## src/hw/rtl/mcs_pkg.sv

```systemverilog
// shared types, constants and helpers of the moment consistency stencil
package mcs_pkg;

  localparam int LINE_CELLS_MAX_DEF = 4096;
  localparam int IDX_W = 12;
  localparam int NUM_W = 51;
  localparam logic signed [31:0] CFG_RESET = 32'sd65536;

  localparam logic [1:0] CFG_MASS_DT = 2'd0;
  localparam logic [1:0] CFG_MASS_DX = 2'd1;
  localparam logic [1:0] CFG_CHARGE  = 2'd2;

  typedef struct packed {
    logic signed [31:0] density_new;
    logic signed [31:0] density_old;
    logic signed [31:0] flux_new;
    logic signed [31:0] flux_old;
    logic signed [31:0] stress_new;
    logic signed [31:0] stress_old;
    logic signed [31:0] efield_new;
    logic signed [31:0] efield_old;
    logic               last_cell;
  } in_t;

  typedef struct packed {
    logic [IDX_W-1:0]   cell_index;
    logic signed [31:0] continuity_term;
    logic signed [31:0] momentum_term;
    logic               continuity_div_zero;
    logic               momentum_div_zero;
    logic               last_result;
  } out_t;

  typedef enum logic [1:0] {
    JOB_MAIN,
    JOB_CUR,
    JOB_FIRST,
    JOB_SOLO
  } job_t;

  typedef struct packed {
    logic             capture;
    logic             set_first;
    logic             set_second;
    job_t             job;
    logic             mul_en;
    logic             acc_en;
    logic [2:0]       step;
    logic             div_start;
    logic             div_sel;
    logic             div_store;
    logic             out_load;
    logic [IDX_W-1:0] idx;
    logic             last;
    logic             shift;
  } cmd_t;

  typedef struct packed {
    logic div_done;
  } status_t;

  function automatic logic signed [31:0] sat32(input logic signed [49:0] x);
    logic signed [31:0] r;
    if (x > 50'sd2147483647) r = 32'sh7fffffff;
    else if (x < -50'sd2147483648) r = 32'sh80000000;
    else r = x[31:0];
    return r;
  endfunction

endpackage

```

## src/hw/rtl/mcs_ctrl.sv

```systemverilog
// controller: transaction handshakes, line position and result sequencing
module mcs_ctrl #(
  parameter int LINE_CELLS_MAX = mcs_pkg::LINE_CELLS_MAX_DEF
) (
  input  logic             clk,
  input  logic             rst,
  input  logic             in_valid,
  input  logic             in_last,
  output logic             in_stall,
  output logic             out_valid,
  input  logic             out_stall,
  output mcs_pkg::cmd_t    cmd,
  input  mcs_pkg::status_t status
);

  localparam int CNT_W = (LINE_CELLS_MAX > 1) ? $clog2(LINE_CELLS_MAX) : 1;

  typedef enum logic [3:0] {
    S_IDLE, S_MUL, S_ACC, S_DIVC, S_WAITC, S_DIVM, S_WAITM, S_EMIT, S_NEXT
  } state_t;

  state_t            state;
  mcs_pkg::job_t     job;
  logic              tail;
  logic              last_q;
  logic [2:0]        step;
  logic [CNT_W-1:0]  cnt;
  logic              last_eff, slot_free;
  logic [31:0]       cnt_ext;
  logic              out_valid_next;

  always_comb begin
    last_eff  = in_last || (cnt >= CNT_W'(LINE_CELLS_MAX - 1));
    slot_free = !out_valid || !out_stall;
    out_valid_next = ((state == S_EMIT) && slot_free) || (out_valid && out_stall);
    cnt_ext   = 32'(cnt);
    in_stall  = (state != S_IDLE);
    cmd            = '0;
    cmd.job        = job;
    cmd.step       = step;
    cmd.last       = (job == mcs_pkg::JOB_FIRST) || (job == mcs_pkg::JOB_SOLO);
    case (job)
      mcs_pkg::JOB_MAIN: cmd.idx = 12'(cnt_ext - 32'd1);
      mcs_pkg::JOB_CUR:  cmd.idx = 12'(cnt_ext);
      default:           cmd.idx = '0;
    endcase
    case (state)
      S_IDLE: begin
        cmd.capture    = in_valid;
        cmd.set_first  = (cnt == '0);
        cmd.set_second = (cnt == CNT_W'(1));
      end
      S_MUL:   cmd.mul_en = 1'b1;
      S_ACC:   cmd.acc_en = 1'b1;
      S_DIVC:  cmd.div_start = 1'b1;
      S_WAITC: cmd.div_store = status.div_done;
      S_DIVM: begin
        cmd.div_start = 1'b1;
        cmd.div_sel   = 1'b1;
      end
      S_WAITM: begin
        cmd.div_sel   = 1'b1;
        cmd.div_store = status.div_done;
      end
      S_EMIT:  cmd.out_load = slot_free;
      S_NEXT:  cmd.shift = 1'b1;
      default: ;
    endcase
  end

  always_ff @(posedge clk) begin
    if (rst) begin
      state     <= S_IDLE;
      job       <= mcs_pkg::JOB_MAIN;
      tail      <= 1'b0;
      last_q    <= 1'b0;
      step      <= '0;
      cnt       <= '0;
      out_valid <= 1'b0;
    end else begin
      out_valid <= out_valid_next;
      case (state)
        S_IDLE: begin
          if (in_valid) begin
            last_q <= last_eff;
            step   <= '0;
            if (cnt == '0) begin
              job   <= mcs_pkg::JOB_SOLO;
              tail  <= 1'b0;
              state <= last_eff ? S_MUL : S_NEXT;
            end else if (cnt == CNT_W'(1)) begin
              job   <= mcs_pkg::JOB_CUR;
              tail  <= 1'b1;
              state <= last_eff ? S_MUL : S_NEXT;
            end else begin
              job   <= mcs_pkg::JOB_MAIN;
              tail  <= last_eff;
              state <= S_MUL;
            end
          end
        end
        S_MUL: state <= S_ACC;
        S_ACC: begin
          if (step == 3'd5) begin
            state <= S_DIVC;
          end else begin
            step  <= step + 3'd1;
            state <= S_MUL;
          end
        end
        S_DIVC:  state <= S_WAITC;
        S_WAITC: if (status.div_done) state <= S_DIVM;
        S_DIVM:  state <= S_WAITM;
        S_WAITM: if (status.div_done) state <= S_EMIT;
        S_EMIT: begin
          if (slot_free) begin
            step      <= '0;
            if (job == mcs_pkg::JOB_MAIN && tail) begin
              job   <= mcs_pkg::JOB_CUR;
              state <= S_MUL;
            end else if (job == mcs_pkg::JOB_CUR) begin
              job   <= mcs_pkg::JOB_FIRST;
              state <= S_MUL;
            end else begin
              state <= S_NEXT;
            end
          end
        end
        S_NEXT: begin
          cnt   <= last_q ? '0 : cnt + CNT_W'(1);
          state <= S_IDLE;
        end
        default: state <= S_IDLE;
      endcase
    end
  end

  a_load_free: assert property (@(posedge clk) disable iff (rst)
    cmd.out_load |-> (!out_valid || !out_stall)) else $error("result overwritten");
  a_cnt_range: assert property (@(posedge clk) disable iff (rst)
    cnt <= CNT_W'(LINE_CELLS_MAX - 1)) else $error("line position out of range");
  a_busy_after: assert property (@(posedge clk) disable iff (rst)
    (in_valid && !in_stall) |=> in_stall) else $error("second transaction taken early");
  a_store_wait: assert property (@(posedge clk) disable iff (rst)
    cmd.div_store |-> (state == S_WAITC || state == S_WAITM)) else $error("stray store");

endmodule

```

## config.mk

```make
export PLATFORM = sky130hd
export DESIGN_NAME = mcs_ctrl
export DESIGN_NICKNAME = d
export VERILOG_FILES = /design/src/hw/rtl/mcs_pkg.sv /design/src/hw/rtl/mcs_ctrl.sv
export SDC_FILE = /design/constraint.sdc
export NUM_CORES = 1
export LEC_CHECK = 0
export BUFFER_PORTS_ARGS = -buffer_cell sky130_fd_sc_hd__buf_4
export CORE_MARGIN = 2
export CORE_UTILIZATION = 50
export CTS_BUF_LIST = sky130_fd_sc_hd__clkbuf_8
export DETAILED_ROUTE_END_ITERATION = 16
export GPL_TIMING_DRIVEN = 0
export PLACE_DENSITY_LB_ADDON = 0.2
export RECOVER_POWER = 100
export SLEW_MARGIN = 20
export SYNTH_ARGS = -nofsm -noshare
export SYNTH_HDL_FRONTEND = slang
export SYNTH_SLANG_ARGS = --single-unit
```

## constraint.sdc

```tcl
create_clock -name clk -period 2.76 [get_ports clk]
set_input_delay 0.138 -clock clk [delete_from_list [all_inputs] [get_ports clk]]
set_output_delay 0.138 -clock clk [all_outputs]
set_load 0.01 [all_outputs]
```

# Yosys cells after proc, flatten, opt, wreduce, memory -nomap -nowiden
# Cells that the tools add are included.
# op_classes
addsub,3
multipliers,0
n_div,0
order_cmp,1
eq_ne,19
shifts,0
mux,34
bitwise,0
reduce_logical,22
# ops
operator,count
$mux 4,9
$pmux 4 s8,1
$pmux 12 s2,1
$eq 4x3->1 const B,4
$add 12x1->12 const B,1
$eq 12x1->1 const B,1
$ge 12x12->1 const B,1
$logic_not 12->1,1
$mux 12,1
$mux 2,6
$mux 3,4
$reduce_and 4->1,3
$sub 12x1->12 const B,1
$mux 1,10
$ne 2x2->1 const B,5
$pmux 3 s3,1
$eq 4x2->1 const B,2
$reduce_or 2->1,3
$eq 2x2->1 const B,2
$eq 4x1->1 const B,1
$eq 4x4->1 const B,1
$logic_not 4->1,1
$logic_or 1x1->1,4
$pmux 2 s2,1
other kinds (11),14
# word_totals
regBits,24
latchBits,0
ramBits,0
mem_bits_ro,0
inputBits,6
output_inout_bits,30
word_cells,86
mem_count,0

# Longest topological paths before layout
# logic_depth
depth_word,7
mapped_depth,7
ltp_nobuf,6

# Least setup slack after synthesis
# Ideal clock, no wire load.
# synth_path
kind,register -> register
start,reg cnt[5]
end,reg state[3]
setup_time_ns,0.070
t_arrival_ns,2.056
required_ns,2.690
slack_ns,0.635
path_stages_with_launch,7
n_path_buf,2
period_less_slack_ns,2.125
cell_sequence,dfxtp_1 > buf_6 > or4_1 > buf_2 > or3_1 > or4_1 > a21oi_1
# synth_between
elab_chain_len,7
word_cells_on_any_way,9
classes_between,order compare (1); eq/ne (1); mux (5); reduce/logical (2)
# synth_lines
item,line_no,source
"start, declared",mcs_ctrl.sv:27,logic [CNT_W-1:0] cnt;
"start signal, assigned",mcs_ctrl.sv:130,cnt <= last_q ? '0 : cnt + CNT_W'(1);
$ge 12x12->1,mcs_ctrl.sv:33,last_eff = in_last || (cnt >= CNT_W'(LINE_CELLS_MAX - 1));
$logic_or 1x1->1,mcs_ctrl.sv:33,
$mux 4,"mcs_ctrl.sv:90, mcs_ctrl.sv:94",
$mux 4,mcs_ctrl.sv:91,end else if (cnt == CNT_W'(1)) begin
$mux 4 (*),mcs_ctrl.sv:87,if (cnt == '0) begin
$mux 4 (*),mcs_ctrl.sv:84,if (in_valid) begin
$pmux 4 s8 (*),mcs_ctrl.sv:82,case (state)
"end signal, assigned",mcs_ctrl.sv:90,state <= last_eff ? S_MUL : S_NEXT;
"end signal, assigned",mcs_ctrl.sv:94,state <= last_eff ? S_MUL : S_NEXT;
"end, declared",mcs_ctrl.sv:22,state_t state;
# Every way passes the cells marked *; elsewhere a longest branch is shown, timed or not. The select of a mux whose other input is x is not followed.
# A chain may end at the register's enable or synchronous reset.

==> impl_metrics.py <==
metrics = {
    "outcome": {
        "outcome": "finished clean",
    },
    "power_and_ir_drop": {
        "swShare_pct": 35.72,
        "powerDensity_nw_per_um2": 489.5,
        "clockPowerShare_pct": 25.5,
        "power.net_switching_uw": 346.6,
        "p_leak_uw": 0.0007879,
        "pwr-share-comb_pct": 35.4,
        "peakVddDrop_uv": 302.5,
        "p_seq_share_pct": 39.2,
        "internal_power_uw": 623.6,
    },
    "timing": {
        "finalHoldViolCount": 0,
        "max_slew_margin_pct": 40.33,
        "setup_viol": 0,
        "skew_ps": 3.269,
        "whs_ps": 187.9,
        "setup_tns_ps": 0,
        "fin_ws_ps": 240.8,
        "worstMarginPinSlew_ps": 886.8,
        "rsz0062_at_grt": "no",
        "drv_slew": 0,
        "period_needed_ps": 2519,
        "timing.final.crit_share_pct": 91.28,
        "max_freq_mhz": 396.9,
    },
    "setup_path": {
        "timing.critical_path.fanout_max": 8,
        "cpMaxStageDelayCell": "or4_1",
        "criticalPathCategory": "register to output pin",
        "crit_top_cell": "clkbuf_1",
        "worst_path_largest_cell_delay_ps": 520,
        "worstPathRequired_ps": 2620,
        "critPathCaptureType": "output pin",
        "arrival_ps": 2380,
        "crit_chain": "clkbuf_1, or4_1, clkbuf_1, or4_1, a21oi_1, clkbuf_1",
        "worst_setup_path_start_kind": "register",
    },
    "logic_synthesis": {
        "yosys.area.top_type": "dfxtp_1",
        "synth.area.mux_share_pct": 0,
        "synth_simple_gate_area_share_pct": 32.41,
        "yosysSeqAreaShare_pct": 28.09,
        "netlist-cell-type-count": 45,
        "syn_nets": 241,
        "synth.cell_area_sq_um": 1710,
        "synthArstFlopShare_pct": 0,
        "syn-instance-count": 229,
        "ys_ff_latch": 24,
        "synth_adder_area_share_pct": 4.389,
        "synth_top_family_by_area": "simple AND/OR/NAND/NOR gates",
        "yosysWarningCount": 0,
        "synthXorXnorAreaFrac_pct": 8.705,
        "synth_edf_count": 0,
        "synth.avg_cell_area_sq_um": 7.469,
        "synth_compound_area_share_pct": 17.70,
        "yosys_most_used_dff": "dfxtp_1",
        "yosys-top-cells-area": "dfxtp_1, a21oi_1, nor2_1",
        "yosysTopAreaCellShare_pct": 28.09,
    },
    "global_route": {
        "grt-ovfl-total": 0,
        "grt-busiest-layer": "met2",
        "grt_max_degree": 14,
        "grt_usage_pct": 20.76,
        "use_met1_pct": 28.65,
        "grt_first_pass_wirelength_mm": 6.672,
        "grt.met2_usage_pct": 34.27,
        "grt_pass1_vias": 1501,
        "antenna_found_initial": 0,
        "grt_use_met3_pct": 2.162,
    },
    "die": {
        "die_h_um": 62.49,
        "ioPinCount": 36,
        "start_util_pct": 51.66,
        "fp.dieW_um": 62.49,
        "die_area_sq_um": 3904,
        "core_area_sq_um": 3311,
        "rows": 21,
    },
    "detailed_routing": {
        "postRouteAntennaNets": 0,
        "wirelength_mm": 4.081,
        "drt_iter0_markers": 75,
        "dr.pass1.iters": 4,
        "drc": 0,
        "detail_route.wl_per_cell_um": 13.00,
        "via_count": 1780,
        "via_per_inst": 5.669,
    },
    "final_layout": {
        "drive_gt1_share_pct": 8.209,
        "multi_input_area_sq_um": 1081,
        "ff_latch_area_sq_um": 480.5,
        "finalNonFillerCells": 314,
        "area_delta_synth_final_pct": 15.87,
        "final_net_count": 281,
        "n_antenna_cell": 0,
        "fillers": 360,
    },
    "clock_tree": {
        "cts_max_level": 1,
        "clkSlewWorstSetupHoldPaths_ps": 90,
        "tritoncts.num_buffers": 3,
        "cts_buffer_depth": 2,
        "clkSinkCount": 24,
        "cts_tree": "yes",
        "cts-root-buf": "clkbuf_8",
        "hold_buffers": 0,
        "cts_resized": 0,
        "clk_latency_ps": 270,
        "post_cts_buffers": 0,
    },
    "placement": {
        "dp_hpwl_mm": 2.994,
        "gp_congestion": 0.8412,
        "dpl.cell_count": 310,
        "place.port_buffers": 35,
        "dp_slack_ps": 526.8,
    },
    "job": {
        "cap_violations": 0,
    },
    "worst_hold_path": {
        "hp-class": "primary input to register",
    },
}
## state kept, by name, indices dropped and copies added, names as in the netlist
signal	count
cnt	12
step	3
last_q	1
job	2
tail	1
state	4
out_valid	1
## final timing paths
kind | slack, ps | cells after the start | from | to
min reg2reg | 510 | 2 | last_q$_SDFFE_PP0P_ | last_q$_SDFFE_PP0P_
max reg2reg | 380 | 7 | state[0]$_SDFFE_PP0P_ | cnt[2]$_SDFFE_PP0P_
max | 240 | 6 | cnt[6]$_SDFFE_PP0P_ | cmd[13]
min | 190 | 3 | rst | cnt[9]$_SDFFE_PP0P_
## Yosys cell counts (2+ instances only)
| cell | instances |
|---|---|
| nor2_1 | 27 |
| dfxtp_1 | 24 |
| a21oi_1 | 23 |
| clkbuf_1 | 14 |
| nand2_1 | 14 |
| nor3_1 | 12 |
| xor2_1 | 10 |
| inv_1 | 8 |
| nor4_1 | 7 |
| o21ai_0 | 7 |
| xnor2_1 | 7 |
| ha_1 | 6 |
| nand3_1 | 6 |
| nand4_1 | 6 |
| or3_1 | 5 |
| buf_6 | 4 |
| o31ai_1 | 4 |
| or4_1 | 4 |
| a31oi_1 | 3 |
| nand2b_1 | 3 |
| a21o_1 | 2 |
| a32oi_1 | 2 |
| and3_1 | 2 |
| buf_2 | 2 |
| nand3b_1 | 2 |
| nand4b_1 | 2 |
| nor2b_1 | 2 |
| o21bai_1 | 2 |
| or3_2 | 2 |
| or4b_1 | 2 |
## kinds of logic (layout without fill, tap and decap cells)
kind of cell	Yosys count	after routing
adders and majority gates	6	6
buffers and inverters	30	69
AOI/OAI and AO/OA	49	49
xor gates and xnor gates	17	17
DFF	24	24
and+or+nand+nor	103	103
## power by group through the flow
| stage | Combinational [uW] | Clock (uW) | Sequential (uW) |
|---|---|---|---|
| after global routing | 388 | 268 | 382 |
| after floorplan | 236 | 0 | 386 |
| after global placement | 394 | 0 | 387 |
| after detailed placement | 395 | 0 | 387 |
| after CTS | 399 | 250 | 379 |
| final | 343 | 247 | 380 |
## cell type report
cell class	count	area share [%]
multi-input cells	175	54.55
flip-flops and latches	24	24.24
repair buffers	35	8.144
plain buffers	21	5.682
well taps	46	2.904
clock buffers	4	2.778
inverters	9	1.705
## per-stage QoR
stage / cell area, sq um / power (uW) / utilization, %
floorplan: 1710 / 621.3 / -
global route: 1982 / 1039 / 59.86
global placement: 2031 / 780.6 / 61.34
detailed placement: 2031 / 782.5 / 61.34
finish: 1982 / 970.2 / 59.86
CTS: 2086 / 1028 / 63.00
## cell usage in the layout (no fill, tap or decap), types with 3 or more instances in the layout
master,count
nor3_1,12
nand3_1,6
a21oi_1,23
a31oi_1,3
or4_1,4
nor2_1,27
nor4_1,7
buf_6,4
xor2_1,10
nand2b_1,3
inv_1,9
buf_4,9
nand4_1,6
o21ai_0,7
ha_1,6
clkbuf_1,43
or3_1,5
dfxtp_1,24
o31ai_1,4
clkbuf_8,4
xnor2_1,7
nand2_1,14
## routing by layer
| metal | share of wire [%] | up-vias |
|---|---|---|
| met5 | 0 | - |
| met3 | 6.1 | 7 |
| met2 | 45 | 61 |
| met1 | 48 | 815 |
| li1 | - | 897 |
| met4 | 1.4 | 0 |
## worst max-delay path: cells and delay by family, from the launching register on
family | cells | cell delay, ps
AND/OR/NAND/NOR | 2 | 1030
buffers and inverters | 3 | 550
flip-flops | 1 | 310
AO/OA/AOI/OAI | 1 | 210
Power figures use the tool's default switching activity.
